--- src/rtl/wsi_pkg.sv ---
package wsi_pkg;

  localparam int unsigned LANES      = 4;
  localparam int unsigned MAX_MODELS = 4;
  localparam int unsigned LANE_LIMIT = (MAX_MODELS < LANES) ? MAX_MODELS : LANES;

  localparam int unsigned SCORE_W  = 16;
  localparam int unsigned WEIGHT_W = 17;
  localparam int unsigned LN_W     = 24;  // Q.16 log value, signed
  localparam int unsigned EXP_W    = 31;  // Q.30, at most 1.0
  localparam int unsigned DIFF_W   = 23;  // Q.16 exponent distance
  localparam int unsigned TERM_W   = 48;
  localparam int unsigned SUM_W    = 50;

  localparam logic [16:0] LN2_Q16  = 17'd45426;
  localparam logic [16:0] INV_LN2  = 17'd94548;  // floor(2^32 / LN2_Q16)
  localparam logic [30:0] ONE_Q30  = 31'h4000_0000;
  localparam logic [8:0]  EXP_SHIFT_MAX = 9'd40;

  localparam logic [5:0] FRAC_WEIGHT = 6'd16;
  localparam logic [5:0] FRAC_LSE    = 6'd30;
  localparam logic [5:0] FRAC_LIN    = 6'd46;

  localparam logic [1:0] MODE_LSE = 2'd0;
  localparam logic [1:0] MODE_DOT = 2'd1;
  localparam logic [1:0] MODE_LIN = 2'd2;

  localparam logic [1:0] ST_OK   = 2'd0;
  localparam logic [1:0] ST_ZERO = 2'd1;
  localparam logic [1:0] ST_SAT  = 2'd2;

  localparam logic [2:0] REG_MODE   = 3'd0;
  localparam logic [2:0] REG_MODELS = 3'd1;
  localparam logic [2:0] REG_W0     = 3'd2;
  localparam logic [2:0] REG_W1     = 3'd3;
  localparam logic [2:0] REG_W2     = 3'd4;
  localparam logic [2:0] REG_W3     = 3'd5;

  // ln(1 + 2^-(idx+1)) in Q.16
  function automatic logic [14:0] ln_step(input logic [3:0] idx);
    logic [14:0] r;
    case (idx)
      4'd0:    r = 15'd26573;
      4'd1:    r = 15'd14624;
      4'd2:    r = 15'd7719;
      4'd3:    r = 15'd3973;
      4'd4:    r = 15'd2017;
      4'd5:    r = 15'd1016;
      4'd6:    r = 15'd510;
      4'd7:    r = 15'd256;
      4'd8:    r = 15'd128;
      4'd9:    r = 15'd64;
      4'd10:   r = 15'd32;
      4'd11:   r = 15'd16;
      4'd12:   r = 15'd8;
      4'd13:   r = 15'd4;
      4'd14:   r = 15'd2;
      default: r = 15'd1;
    endcase
    return r;
  endfunction

endpackage

--- src/rtl/wsi_exp.sv ---
module wsi_exp (
  input  logic                           clk_i,
  input  logic [wsi_pkg::DIFF_W-1:0]     d_i,
  output logic [wsi_pkg::EXP_W-1:0]      e_o
);

  localparam int unsigned GROUPS = 4;
  localparam int unsigned STEPS  = 4;

  // d = q*ln2 + r, reciprocal estimate then one correction
  logic [39:0] qprod;
  logic [7:0]  q0_q;
  logic [22:0] d0_q;
  logic        z0_q;

  assign qprod = 40'(d_i) * 40'(wsi_pkg::INV_LN2);

  always_ff @(posedge clk_i) begin
    q0_q <= qprod[39:32];
    d0_q <= d_i;
    z0_q <= (d_i == '0);
  end

  logic [23:0] qm;
  logic [23:0] r1_full;
  logic [16:0] r1_q;
  logic [7:0]  q1_q;
  logic        z1_q;

  assign qm      = 24'(q0_q) * 24'(wsi_pkg::LN2_Q16);
  assign r1_full = 24'(d0_q) - qm;

  always_ff @(posedge clk_i) begin
    r1_q <= r1_full[16:0];
    q1_q <= q0_q;
    z1_q <= z0_q;
  end

  logic [16:0] r2;
  logic [7:0]  q2;
  logic [15:0] a2_q;
  logic [7:0]  q2_q;
  logic        z2_q;

  always_comb begin
    if (r1_q >= wsi_pkg::LN2_Q16) begin
      r2 = r1_q - wsi_pkg::LN2_Q16;
      q2 = q1_q + 8'd1;
    end else begin
      r2 = r1_q;
      q2 = q1_q;
    end
  end

  always_ff @(posedge clk_i) begin
    a2_q <= 16'(wsi_pkg::LN2_Q16 - r2);
    q2_q <= q2;
    z2_q <= z1_q;
  end

  logic [31:0] p_q [GROUPS];
  logic [15:0] a_q [GROUPS];
  logic [7:0]  q_q [GROUPS];
  logic        z_q [GROUPS];

  for (genvar g = 0; g < GROUPS; g++) begin : g_grp
    logic [31:0] p_in, p_n;
    logic [15:0] a_in, a_n;
    logic [7:0]  q_in;
    logic        z_in;

    if (g == 0) begin : g_first
      assign p_in = {1'b0, wsi_pkg::ONE_Q30};
      assign a_in = a2_q;
      assign q_in = q2_q;
      assign z_in = z2_q;
    end else begin : g_next
      assign p_in = p_q[g-1];
      assign a_in = a_q[g-1];
      assign q_in = q_q[g-1];
      assign z_in = z_q[g-1];
    end

    always_comb begin
      logic [15:0] st;
      p_n = p_in;
      a_n = a_in;
      for (int j = 0; j < STEPS; j++) begin
        st = 16'(wsi_pkg::ln_step(4'(g * STEPS + j)));
        if (st <= a_n) begin
          a_n = a_n - st;
          p_n = p_n + (p_n >> (g * STEPS + j + 1));
        end
      end
    end

    always_ff @(posedge clk_i) begin
      p_q[g] <= p_n;
      a_q[g] <= a_n;
      q_q[g] <= q_in;
      z_q[g] <= z_in;
    end
  end

  logic [47:0] pa;
  logic [32:0] p7_q;
  logic [7:0]  q7_q;
  logic        z7_q;

  assign pa = 48'(p_q[GROUPS-1]) * 48'(a_q[GROUPS-1]);

  always_ff @(posedge clk_i) begin
    p7_q <= 33'(p_q[GROUPS-1]) + 33'(pa[47:16]);
    q7_q <= q_q[GROUPS-1];
    z7_q <= z_q[GROUPS-1];
  end

  logic [8:0]  sh;
  logic [32:0] ps;
  logic [30:0] e_d;

  assign sh = 9'(q7_q) + 9'd1;
  assign ps = p7_q >> sh;

  always_comb begin
    if (z7_q) begin
      e_d = wsi_pkg::ONE_Q30;
    end else if (sh >= wsi_pkg::EXP_SHIFT_MAX) begin
      e_d = '0;
    end else if (ps > 33'(wsi_pkg::ONE_Q30)) begin
      e_d = wsi_pkg::ONE_Q30;
    end else begin
      e_d = ps[30:0];
    end
  end

  always_ff @(posedge clk_i) begin
    e_o <= e_d;
  end

endmodule

--- config.mk ---
export PLATFORM = sky130hd
export DESIGN_NAME = wsi_exp
export DESIGN_NICKNAME = d
export VERILOG_FILES = /design/src/rtl/wsi_pkg.sv /design/src/rtl/wsi_exp.sv
export SDC_FILE = /design/constraint.sdc
export NUM_CORES = 2
export LEC_CHECK = 0
export ABC_CLOCK_PERIOD_IN_PS = 11930
export BUFFER_PORTS_ARGS = -buffer_cell sky130_fd_sc_hd__buf_2
export CAP_MARGIN = 15
export CORE_MARGIN = 10
export CORE_UTILIZATION = 61
export CTS_BUF_LIST = sky130_fd_sc_hd__clkbuf_8
export DETAILED_ROUTE_END_ITERATION = 8
export PLACE_DENSITY = 0.88
export SETUP_SLACK_MARGIN = 0.1
export SYNTH_ARGS = -nofsm -noshare
export SYNTH_HDL_FRONTEND = slang
export SYNTH_SLANG_ARGS = --single-unit
--- constraint.sdc ---
create_clock -name clk_i -period 11.93 [get_ports clk_i]
set_input_delay 2.386 -clock clk_i [delete_from_list [all_inputs] [get_ports clk_i]]
set_output_delay 2.386 -clock clk_i [all_outputs]
set_load 0.02 [all_outputs]
* After elaboration in Yosys (flattened, before gate mapping) *
Memories as Yosys holds them, arrays and structs flattened. A register that Yosys moved wholly into a read port is not among the register bits.
Cells that the tools add are included.

operators by class
  muxes and demuxes = 36
  shifts and indexed selects = 1
  magnitude comparators = 19
  reduce and logical (&&, ||, !) cells = 2
  multiply operators = 3
  $add $sub $neg = 37

operators with widths
  operator                                                          number
  2-to-1 mux 32 bit                                                 15
  2-to-1 mux 16 bit                                                 17
  2-to-1 mux 31 bit                                                 2
  multiplier 32 x 16 -> 48 bit                                      1
  multiplier 23 x 15 -> 38 bit (second input constant)              1
  adder 32 x 32 -> 33 bit                                           1
  greater-than comparator 33 x 31 -> 1 bit (second input constant)  1
  right shift 33 x 9 -> 33 bit                                      1
  adder 32 x 16 -> 32 bit                                           1
  adder 32 x 17 -> 32 bit                                           1
  adder 32 x 18 -> 32 bit                                           1
  adder 32 x 19 -> 32 bit                                           1
  adder 32 x 20 -> 32 bit                                           1
  adder 32 x 21 -> 32 bit                                           1
  adder 32 x 22 -> 32 bit                                           1
  adder 32 x 23 -> 32 bit                                           1
  adder 32 x 24 -> 32 bit                                           1
  adder 32 x 25 -> 32 bit                                           1
  adder 32 x 26 -> 32 bit                                           1
  adder 32 x 27 -> 32 bit                                           1
  adder 32 x 28 -> 32 bit                                           1
  adder 32 x 29 -> 32 bit                                           1
  adder 32 x 30 -> 32 bit                                           1
  <= comparator 9 x 16 -> 1 bit (first input constant)              2
  other kinds (41)                                                  42

word-level totals
  logic and storage cells = 114
  register bits = 141
  bits in writable memories = 228
  input bits = 24
  memories kept = 4
  output and inout port bits = 31

memory list
  name  depth  width  read ports  clocked after Yosys merged registers in  wr ports  line           text
  p_q   4      32     4           0                                        4         wsi_exp.sv:61  logic [31:0] p_q [GROUPS];
  a_q   4      16     4           0                                        4         wsi_exp.sv:62  logic [15:0] a_q [GROUPS];
  q_q   4      8      4           1                                        4         wsi_exp.sv:63  logic [7:0] q_q [GROUPS];
  z_q   4      1      4           1                                        4         wsi_exp.sv:64  logic z_q [GROUPS];

* Longest topological paths before layout *
An unclocked memory read counts as a cell.

  depth after elaboration = 9
  mapped depth = 57
  mapped depth without buffers = 57

* Worst setup path before layout *
No wires, ideal clock.

  kind = register -> register
  start point = memory p_q[1][0]
  end point = memory p_q[2][23]
  stages on the path, launching flop included = 58
  period minus slack after synthesis = 11.226 ns
  setup slack = 0.704 ns
  library setup time = 0.126 ns
  data required time = 11.804 ns
  data arrival time = 11.100 ns
  buffers on the path = 0
  path through = dfxtp_1 > ha_1 > fa_1 > a21o_1 > a21oi_1 > o21a_1 > o31ai_1 > a21o_1 > a21oi_1 > xnor2_1 > mux2i_1 > inv_1 > ha_1 > nor2b_1 > o21ai_0 > a21boi_0 > o21ai_0 > a21oi_1 > [... 22 more ...] > a21oi_1 > inv_1 > ha_1 > a21o_1 > a21oi_1 > o21ai_0 > a21oi_1 > inv_1 > a21oi_1 > a32oi_1 > a21o_1 > a2111oi_1 > nor4_1 > or3_1 > maj3_1 > maj3_1 > nand4_1 > xnor2_1

RTL lines
  item         line
  from (decl)  wsi_exp.sv:61

==> results.cfg <==
[sta]
fin_crit_sh_pct = 93.4
rsz0062_at_grt = false
report.final.slew_viol_count = 0
max_freq_mhz = 89.7
tightestPinTransition_ps = 1190
setup_tns_ps = 0
fin_worst_skew_ps = 42.4
timing.final.crit_period_ps = 11140
hold_viol_final = 0
relSlewSlack_pct = 18.3
setup_violations = 0

[cts]
cts_made_buffers = 58
clkTransAtPathRegs_ps = 60
cts_tree = built
clk_latency_ps = 720
cts_root_buffer = clkbuf_8
clock-sinks = 357
clockBufferDepth = 3
h-tree-depth = 2

[setup_path]
required_ps = 12500
path_class = reg2reg
r2r-start = p_q[3][9]
endpoint_kind = flip-flop
crit_family = compound AO/OA/AOI/OAI gates
slowest_delay_ps = 910
startpoint = p_q[3][9]
crit_top_cell = a21oi_1
critPathMaxFanout = 14
cp_num_buf_inv = 5
crit_path_start_kind = flip-flop
critPathSlowestCell = dfxtp_1
crit_arrival_ps = 11720

[placement]
gp_routability_congestion = 0.943
dp_hpwl_mm = 115
port_buffers = 54

[layout]
fin_nets = 7645
final_layout_size_suffix_gt1_share_pct = 6.80
n_fill_cell = 6775
area_growth_pct = 5.91

[synthesis]
synth_area_leaders = fa_1, ha_1, dfxtp_1, xnor2_1, inv_1
synth_common_cells = inv_1, nand2_1, ha_1, fa_1, nor2_1
synth_largest_area_cell = fa_1
synthCells = 6469
synth_top_family_by_area = adder cells
synthArstFlopShare_pct = 0
syn_avg_cell_area_sq_um = 8.32
syn_area_sq_um = 53800
ys_ff_latch = 357
yosysSeqAreaShare_pct = 13.3
yosysTopAreaCellShare_pct = 20.9
synth-edff-count = 0
synth_compound_area_share_pct = 14.9
synth_cell_types = 116
synth_fa_ha_area_share_pct = 35.1
synth.area.mux_share_pct = 2.36
synth_xor_area_share_pct = 9.46
synth.most_common_cell = inv_1
yosys.area_share.simple_pct = 17.6
synth_fp_nets = 7651
ys_warn_count = 0
synthFlopType = dfxtp_1

[global_routing]
grt_usage_pct = 28.3
grt-ovfl-total = 0
grt_pass1_vias = 47700
grt_max_degree = 45
antenna_found_initial = 2
grt_first_pass_wirelength_mm = 235

[floorplan]
rows = 108
die_area_sq_um = 101000
initial_core_util_pct = 61.8
ios = 55
chipWidth_microns = 317
fp.dieH_microns = 317
core_sq_um = 87200

[run_status]
status = finished clean

[drt]
routed_wirelength_mm = 144
drc_errors = 0
drtAntennaViolNets = 0
drt-initial-drc-count = 3806
viasPerCell = 6.07
vias = 46600
drt-pass1-iter-count = 6
wl_per_cell_microns = 18.8

[run]
drv_cap = 0

[hold_path]
worstHoldStart = q_q[0][0]
hold_path.class = reg2reg
## metal layers
metal	GRT usage, %	part of all wire [%]	vias up	wire length (microns)
li1	-	-	21600	-
met1	33.9	39	22300	55600
met2	49.4	48	2188	69800
met3	4.41	8.0	553	11500
met4	13.5	5.1	0	7360
met5	0	0	-	0
## path summary, 6_finish.rpt
| kind | to | slack, ps | cells after the start |
|---|---|---|---|
| setup / recovery | p7_q[32] | 790 | 44 |
| hold / removal | q_q[1][0] | 330 | 0 |
| setup reg to reg | p7_q[32] | 790 | 44 |
| hold reg to reg | q_q[1][0] | 330 | 0 |
## metrics by stage
| step | instance area (sq um) | setup slack (ps) | utilization [%] | hold slack [ps] | std cells |
|---|---|---|---|---|---|
| final | 57000 | 786 | 65.4 | 326 | 7668 |
| after global routing | 57000 | 74.5 | 65.4 | 333 | 7668 |
| after CTS | 56800 | 102 | 65.2 | 326 | 7662 |
| after detailed placement | 55400 | 48.3 | 63.6 | 312 | 7555 |
| after global placement | 55400 | 433 | 63.6 | 311 | 7555 |
| after floorplan | 53800 | 704 | - | 310 | 6469 |
## state kept, by name, summed over array words and instances, names as in the netlist, 16 cells and up
signal and count:
a2_q 16, r1_q 17, e_o 31, q_q 32
a_q 64, p7_q 32, d0_q 17, p_q 108
## area by class of cell
class	instances	area, sq um	share of cell area (%)
clock buffers	70	963	1.69
diodes	3	7.51	0.0132
clock inverters	37	422	0.740
multi-input cells	5072	42900	75.3
repair buffers	150	991	1.74
flip-flops and latches	357	7150	12.5
inverters	824	3090	5.43
well taps	1155	1450	2.53
## what timing repair did
item	CTS	global route
hold buffers	0	0
gates resized for setup	5	55
setup endpoints to repair	12	51
setup buffers	0	3
pin swaps	0	9
gates cloned	0	0
## worst reg2reg max path: cells and delay by family (launching register included)
kind,cells,cell delay [ps]
adders and majority gates,8,3610
AOI/OAI and AO/OA,27,5600
DFF,1,910
and+or+nand+nor,4,590
buffers and inverters,5,310
## cells in the final DEF, fill, tap and decap left out, drive strengths merged, types with 25 or more instances in the layout
cell	count
inv	835
nand2	782
ha	596
fa	562
nor2	434
xnor2	384
dfxtp	357
a21oi	351
o21ai	236
xor2	189
and2	185
buf	150
nor3	138
a21o	130
nand3	108
clkbuf	70
o21a	64
o21bai	64
nand2b	52
nor2b	49
a211oi	46
and3	42
mux2i	42
o31ai	42
or3	39
nand4	39
nor4	37
mux2	34
a31oi	34
or2	32
a21boi	25
## cells by family after synthesis
logic type	count (synthesis)
xor gates and xnor gates	575
DFF	357
adders and majority gates	1177
and+or+nand+nor	2012
muxes	96
AOI/OAI and AO/OA	1212
buffers and inverters	1040
Power is not shown: default switching activity piles up to over one toggle a cycle in this logic, so the estimate is an artifact.
