File: config.mk
export PLATFORM = sky130hd
export DESIGN_NAME = wsi_ln
export DESIGN_NICKNAME = d
export VERILOG_FILES = /design/src/rtl/wsi_pkg.sv /design/src/rtl/wsi_ln.sv
export SDC_FILE = /design/constraint.sdc
export NUM_CORES = 2
export LEC_CHECK = 0
export BUFFER_PORTS_ARGS = -buffer_cell sky130_fd_sc_hd__clkbuf_2
export CORE_MARGIN = 1
export CORE_UTILIZATION = 55
export DETAILED_ROUTE_END_ITERATION = 8
export PLACE_DENSITY = 0.67
export REMOVE_ABC_BUFFERS = 1
export SLEW_MARGIN = 20
export SYNTH_ARGS = -nofsm -noshare
export SYNTH_HDL_FRONTEND = slang
export SYNTH_SLANG_ARGS = --single-unit
File: constraint.sdc
create_clock -name clk_i -period 55.5 [get_ports clk_i]
set_input_delay 2.775 -clock clk_i [delete_from_list [all_inputs] [get_ports clk_i]]
set_output_delay 2.775 -clock clk_i [all_outputs]
set_load 0.03 [all_outputs]
File: src/rtl/wsi_pkg.sv
package wsi_pkg;

  localparam int unsigned LANES      = 4;
  localparam int unsigned MAX_MODELS = 4;
  localparam int unsigned LANE_LIMIT = (MAX_MODELS < LANES) ? MAX_MODELS : LANES;

  localparam int unsigned SCORE_W  = 16;
  localparam int unsigned WEIGHT_W = 17;
  localparam int unsigned LN_W     = 24;  // Q.16 log value, signed
  localparam int unsigned EXP_W    = 31;  // Q.30, at most 1.0
  localparam int unsigned DIFF_W   = 23;  // Q.16 exponent distance
  localparam int unsigned TERM_W   = 48;
  localparam int unsigned SUM_W    = 50;

  localparam logic [16:0] LN2_Q16  = 17'd45426;
  localparam logic [16:0] INV_LN2  = 17'd94548;  // floor(2^32 / LN2_Q16)
  localparam logic [30:0] ONE_Q30  = 31'h4000_0000;
  localparam logic [8:0]  EXP_SHIFT_MAX = 9'd40;

  localparam logic [5:0] FRAC_WEIGHT = 6'd16;
  localparam logic [5:0] FRAC_LSE    = 6'd30;
  localparam logic [5:0] FRAC_LIN    = 6'd46;

  localparam logic [1:0] MODE_LSE = 2'd0;
  localparam logic [1:0] MODE_DOT = 2'd1;
  localparam logic [1:0] MODE_LIN = 2'd2;

  localparam logic [1:0] ST_OK   = 2'd0;
  localparam logic [1:0] ST_ZERO = 2'd1;
  localparam logic [1:0] ST_SAT  = 2'd2;

  localparam logic [2:0] REG_MODE   = 3'd0;
  localparam logic [2:0] REG_MODELS = 3'd1;
  localparam logic [2:0] REG_W0     = 3'd2;
  localparam logic [2:0] REG_W1     = 3'd3;
  localparam logic [2:0] REG_W2     = 3'd4;
  localparam logic [2:0] REG_W3     = 3'd5;

  // ln(1 + 2^-(idx+1)) in Q.16
  function automatic logic [14:0] ln_step(input logic [3:0] idx);
    logic [14:0] r;
    case (idx)
      4'd0:    r = 15'd26573;
      4'd1:    r = 15'd14624;
      4'd2:    r = 15'd7719;
      4'd3:    r = 15'd3973;
      4'd4:    r = 15'd2017;
      4'd5:    r = 15'd1016;
      4'd6:    r = 15'd510;
      4'd7:    r = 15'd256;
      4'd8:    r = 15'd128;
      4'd9:    r = 15'd64;
      4'd10:   r = 15'd32;
      4'd11:   r = 15'd16;
      4'd12:   r = 15'd8;
      4'd13:   r = 15'd4;
      4'd14:   r = 15'd2;
      default: r = 15'd1;
    endcase
    return r;
  endfunction

endpackage

File: src/rtl/wsi_ln.sv
module wsi_ln #(
  parameter int unsigned W = 17
) (
  input  logic                                clk_i,
  input  logic [W-1:0]                        v_i,
  input  logic [5:0]                          frac_i,
  output logic signed [wsi_pkg::LN_W-1:0]     y_o
);

  localparam int unsigned BW     = $clog2(W);
  localparam int unsigned GROUPS = 4;
  localparam int unsigned STEPS  = 4;

  logic [W-1:0]  v_q;
  logic [BW-1:0] b_d, b_q;
  logic [5:0]    frac_q;

  always_comb begin
    b_d = '0;
    for (int i = 1; i < W; i++) begin
      if (v_i[i]) begin
        b_d = BW'(i);
      end
    end
  end

  always_ff @(posedge clk_i) begin
    v_q    <= v_i;
    b_q    <= b_d;
    frac_q <= frac_i;
  end

  // normalize to [1,2) in Q.30
  logic [W+29:0]      vx;
  logic [30:0]        x1_q;
  logic signed [7:0]  e1_q;

  assign vx = {v_q, 30'd0};

  always_ff @(posedge clk_i) begin
    x1_q <= 31'(vx >> b_q);
    e1_q <= $signed({1'b0, 7'(b_q)}) - $signed({2'b0, frac_q});
  end

  logic [31:0]       p_q [GROUPS];
  logic [15:0]       y_q [GROUPS];
  logic [30:0]       x_q [GROUPS];
  logic signed [7:0] e_q [GROUPS];

  for (genvar g = 0; g < GROUPS; g++) begin : g_grp
    logic [31:0]       p_in, p_n;
    logic [15:0]       y_in, y_n;
    logic [30:0]       x_in;
    logic signed [7:0] e_in;

    if (g == 0) begin : g_first
      assign p_in = {1'b0, wsi_pkg::ONE_Q30};
      assign y_in = '0;
      assign x_in = x1_q;
      assign e_in = e1_q;
    end else begin : g_next
      assign p_in = p_q[g-1];
      assign y_in = y_q[g-1];
      assign x_in = x_q[g-1];
      assign e_in = e_q[g-1];
    end

    always_comb begin
      logic [31:0] t;
      p_n = p_in;
      y_n = y_in;
      for (int j = 0; j < STEPS; j++) begin
        t = p_n + (p_n >> (g * STEPS + j + 1));
        if (t <= {1'b0, x_in}) begin
          p_n = t;
          y_n = y_n + 16'(wsi_pkg::ln_step(4'(g * STEPS + j)));
        end
      end
    end

    always_ff @(posedge clk_i) begin
      p_q[g] <= p_n;
      y_q[g] <= y_n;
      x_q[g] <= x_in;
      e_q[g] <= e_in;
    end
  end

  logic [31:0]        rem;
  logic signed [25:0] eln;
  logic signed [wsi_pkg::LN_W-1:0] y_d;

  assign rem = {1'b0, x_q[GROUPS-1]} - p_q[GROUPS-1];
  assign eln = e_q[GROUPS-1] * $signed({1'b0, wsi_pkg::LN2_Q16});
  assign y_d = $signed(wsi_pkg::LN_W'(y_q[GROUPS-1]))
             + $signed(wsi_pkg::LN_W'(rem[31:14]))
             + wsi_pkg::LN_W'(eln);

  always_ff @(posedge clk_i) begin
    y_o <= y_d;
  end

endmodule

# After elaboration in Yosys (flattened, before gate mapping)

Memory sizes are Yosys's and may differ from the RTL's.
Cells that the tools add are included.

Logic and storage cells: 124
Input bits: 24
Bits in writable memories: 348
Register bits: 90
Memories kept: 4
Output and inout bits: 24

$mul: 1
Magnitude comparators: 16
Shift operators: 1
Multiplexer cells: 62
Add/subtract/negate cells: 34

Memories:

| memory | words | width | read ports | clocked after Yosys merged registers in | write ports | line         | text |
|---|---|---|---|---|---|---|---|
| p_q    | 4     | 32    | 4          | 0                                       | 4           | wsi_ln.sv:45 | `logic [31:0] p_q [GROUPS];` |
| x_q    | 4     | 31    | 4          | 0                                       | 4           | wsi_ln.sv:47 | `logic [30:0] x_q [GROUPS];` |
| y_q    | 4     | 16    | 4          | 0                                       | 4           | wsi_ln.sv:46 | `logic [15:0] y_q [GROUPS];` |
| e_q    | 4     | 8     | 4          | 0                                       | 4           | wsi_ln.sv:48 | `logic signed [7:0] e_q [GROUPS];` |

Operator list:

| operator                                               | number |
|---|---|
| less-or-equal comparator 32 x 31 -> 1 bit              | 15 |
| two-way mux 32 bit                                     | 15 |
| adder 16 x 15 -> 16 bit                                | 15 |
| two-way mux 15 bit                                     | 16 |
| two-way mux 16 bit                                     | 15 |
| >> shifter 47 x 5 -> 31 bit                            | 1 |
| adder 32 x 16 -> 32 bit                                | 1 |
| adder 32 x 17 -> 32 bit                                | 1 |
| adder 32 x 18 -> 32 bit                                | 1 |
| adder 32 x 19 -> 32 bit                                | 1 |
| adder 32 x 20 -> 32 bit                                | 1 |
| adder 32 x 21 -> 32 bit                                | 1 |
| adder 32 x 22 -> 32 bit                                | 1 |
| adder 32 x 23 -> 32 bit                                | 1 |
| adder 32 x 24 -> 32 bit                                | 1 |
| adder 32 x 25 -> 32 bit                                | 1 |
| adder 32 x 26 -> 32 bit                                | 1 |
| adder 32 x 27 -> 32 bit                                | 1 |
| adder 32 x 28 -> 32 bit                                | 1 |
| adder 32 x 29 -> 32 bit                                | 1 |
| adder 32 x 30 -> 32 bit                                | 1 |
| two-way mux 4 bit                                      | 8 |
| subtractor 31 x 32 -> 32 bit                           | 1 |
| less-or-equal comparator 31 bit (first input constant) | 1 |
| 8 further kinds                                        | 12 |

# Depth between registers and ports, before layout

Depth in word-level cells: 15
Gate-level depth with buffers: 116
Gate-level depth less buffers: 110

# Least setup slack after synthesis

No wires, ideal clock.

Kind: register to register
Start: mem p_q[2][28]
End: mem y_q[3][13]
Slack: 32.652 ns
Path buffers: 10
Data arrival time: 22.715 ns
Stages on the path, launching flop included: 105
Setup time: 0.134 ns
Clock period less this slack: 22.848 ns
Required time: 55.366 ns
Path through: dfxtp_1 -> ha_1 -> clkbuf_1 -> nand3_1 -> or4b_1 -> a2111oi_0 -> nor2_1 -> xnor2_1 -> ha_1 -> a21o_1 -> a21o_1 -> nor2_1 -> or4b_1 -> o31a_1 -> clkbuf_1 -> nor2_1 -> clkbuf_1 -> buf_1 -> [... 69 more ...] -> o21ai_0 -> nand2b_1 -> a21oi_1 -> nor2b_1 -> o21ai_0 -> nand2b_1 -> a21oi_1 -> a21oi_1 -> o31a_1 -> o21a_1 -> o21a_1 -> o21ai_0 -> inv_1 -> a2111oi_0 -> nor2_1 -> clkbuf_1 -> nor4_1 -> xor2_1

RTL lines:

| element            | line |
|---|---|
| start: declaration | wsi_ln.sv:45 |
| end: declaration   | wsi_ln.sv:46 |

==> flow_summary.yaml <==
floorplan:
  rows: 103
  die_w_um: 286
  design.core.area_mm2: 0.0794
  die_height_um: 286
  start_util: 0.559
  die-area_mm2: 0.0819
  num_io_pins: 48
placed_design:
  place.gp.congestion: 1.00
  post-dp-hpwl_um: 124000
  io_buffers: 47
timing:
  fin_skew_ns: 0.0300
  setup_tns_ns: 0
  rsz0062_at_grt: "no"
  finalCritPeriodShare: 0.485
  clock.fmax_mhz: 37.2
  tightest_slew_ns: 1.12
  max_slew_margin: 0.245
  slew_violations: 0
  final-setup-viol-count: 0
  finalHoldViolations: 0
  period_minus_slack_ns: 26.90
routing:
  drc: 0
  drtIter0Drc: 3609
  wl_per_cell_um: 22.6
  dr.pass1.iters: 5
  met2_length_um: 65700
  vias_per_cell: 6.16
  drt_wl_total_um: 150000
  wl_met3_um: 10700
  ant_nets: 0
  highest-signal-layer: "met4"
  wl_met1_um: 67000
  vias: 40988
worst_setup_path:
  cp-end-kind: "register"
  critical_path_required_ns: 56.04
  startpoint_type: "register"
  cpMostUsedCell: "a21oi_1"
  path_class: "register to register"
  critPathArrivalTime_ns: 27.43
  critPathSlowestCell: "nor2_2"
  slowest_delay_ns: 0.87
  crit_path_max_fanout: 26
clock_tree:
  post_cts_resized: 0
  numCtsBuffers: 47
  postCtsHoldBufs: 0
  clkSinkCount: 414
  cts_tree: "built"
  cts_root_buffer: "clkbuf_16"
  h-tree-depth: 2
  cts_setup_buffers: 0
  clkTransAtPathRegs_ns: 0.06
  clockBufferDepth: 3
  clk_latency_ns: 0.61
global_routing:
  grt_max_degree: 41
  antenna_found_initial: 0
  grt.overflow.total: 0
  grt_use_total: 0.356
  grt_pass1_wl_um: 226000
  grt_pass1_vias: 37742
synth:
  avgSynthCellArea_um2: 8.01
  synth_ff_type: "dfxtp_1"
  synth_top_cell_area_share: 0.203
  synth_edf_count: 0
  syn_area_mm2: 0.0444
  async_reset_ff_frac: 0
  ys_types: 111
  yosys.area.top_type: "ha_1"
  synth_area_leaders: "ha_1 20%, dfxtp_1 19%, xnor2_1 8.1%"
  seq_area_frac_synth: 0.187
  synth-seq-cells: 414
  synth_warnings: 0
  synth_cells: 5542
outcome:
  status: "finished clean"
cells_and_area:
  syn_to_final_growth_pct: 7.21
  regArea_mm2: 0.00829
  drive_above_1_share: 0.0675
  multi_input_area_mm2: 0.0340
  num-nets-final: 6342
  num-fill-cells: 7339
min_path:
  hold_class: "register to register"
job:
  maxCapViolations: 0
==> final timing paths <==
| check | slack [ns] | start | end | cells past startpoint |
|---|---|---|---|---|
| max | 28.60 | p_q[2][19]$_DFF_P_ | y_q[3][13]$_DFF_P_ | 104 |
| min | 0.32 | y_q[1][2]$_DFF_P_ | y_q[2][2]$_DFF_P_ | 0 |
| max reg2reg | 28.60 | p_q[2][19]$_DFF_P_ | y_q[3][13]$_DFF_P_ | 104 |
| min reg2reg | 0.32 | y_q[1][2]$_DFF_P_ | y_q[2][2]$_DFF_P_ | 0 |
==> layer usage <==
layer / vias to the layer above / global-route usage
met5: - / 0
met4: 0 / 0.149
met3: 292 / 0.0494
met2: 1500 / 0.563
met1: 19303 / 0.484
li1: 19893 / -
==> critical path: cells and delay by family (launching register included) <==
| kind | cells | cell delay (ns) |
|---|---|---|
| AO/OA/AOI/OAI | 44 | 10.78 |
| AND/OR/NAND/NOR | 34 | 8.60 |
| adder cells (fa/ha/maj) | 12 | 3.99 |
| buffers and inverters | 7 | 1.17 |
| XOR/XNOR | 6 | 1.04 |
| flip-flops | 1 | 0.60 |
| multiplexers | 1 | 0.55 |
==> cells in the final DEF (no fill, tap or decap), types with 35 or more instances in the layout <==
cell       synthesis  final
clkbuf_2           0     47
buf_4              1     49
nand2_1          436    436
fa_1              35     35
nand3_1          125    125
o21bai_1          53     53
xnor2_1          412    412
or2_2             35     35
nor3_1           120    118
nor2_1           491    486
and3_1            46     46
nor4_1            46     46
nor2b_1           88     88
o211ai_1          46     46
a21o_1           174    174
nand4_1          120    120
clkbuf_16          0     47
xor2_1           169    169
mux2i_1           44     43
dfxtp_1          414    414
o21a_1            68     68
ha_1             722    722
mux2_2           103    103
inv_1            434    434
a211oi_1          48     48
nand2b_1          64     64
a21oi_1          364    364
o21ai_0          248    248
==> cells by family (layout without fill, tap and decap cells) <==
kind of cell / count (synthesis) / in the layout / share of synthesized area
AOI/OAI and AO/OA: 1319 / 1319 / 0.196
xor gates and xnor gates: 581 / 581 / 0.115
adders and majority gates: 771 / 771 / 0.222
buffers and inverters: 571 / 628 / 0.0490
DFF: 414 / 414 / 0.187
muxes: 156 / 156 / 0.0403
other: 1 / 5 / 0.0000844
and+or+nand+nor: 1729 / 1729 / 0.191
==> synth_stat cells (all sizes together), types with 10 or more instances <==
library cell	n
o21bai	53
xnor2	412
o22ai	23
fa	35
mux2i	44
dfxtp	414
buf	30
a31oi	28
or4	22
nand3	126
o211ai	46
o21ai	261
a21o	174
ha	722
clkbuf	97
maj3	14
o21a	68
a211o	12
a211oi	50
a2111oi	16
inv	438
and2	30
o211a	10
mux2	104
nand3b	18
and4	20
nor3	121
o31ai	29
o2111ai	12
nor4	51
nand2	436
o31a	14
and3	47
a21oi	365
nor2	492
nand4	120
nand2b	64
xor2	169
nor2b	88
a21boi	26
or2	39
a221oi	11
or3	22
==> final cells by class <==
cell class,count,share of cell area
clock inverter,33,0.0109
multi-input combinational,4558,0.714
timing repair buffer,96,0.0127
sequential,414,0.174
tap,1050,0.0276
inverter,444,0.0350
antenna,3,0.000158
clock buffer,55,0.0260
==> through the flow <==
stage          instance area (um^2)   util  hold slack [ns]  std cells  setup slack [ns]
2_1_floorplan                 43900      -            0.310       5416             31.01
3_3_place_gp                  45900  0.578            0.310       6562             29.88
3_5_place_dp                  45900  0.578            0.312       6562             29.34
4_1_cts                       47600  0.600            0.323       6650             29.22
5_1_grt                       47600  0.600            0.330       6650             26.62
6_report                      47600  0.600            0.319       6653             28.60
==> registers in the layout, indices dropped and copies added (netlist names) <==
signal      cells
p_q           108
y_o            24
y_q            64
g_grp.x_in     31
frac_q          6
v_q            17
e_q            28
b_q             5
x_q           124
e1_q            7
Power is not shown: default switching activity piles up to over one toggle a cycle in this logic, so the estimate is an artifact.
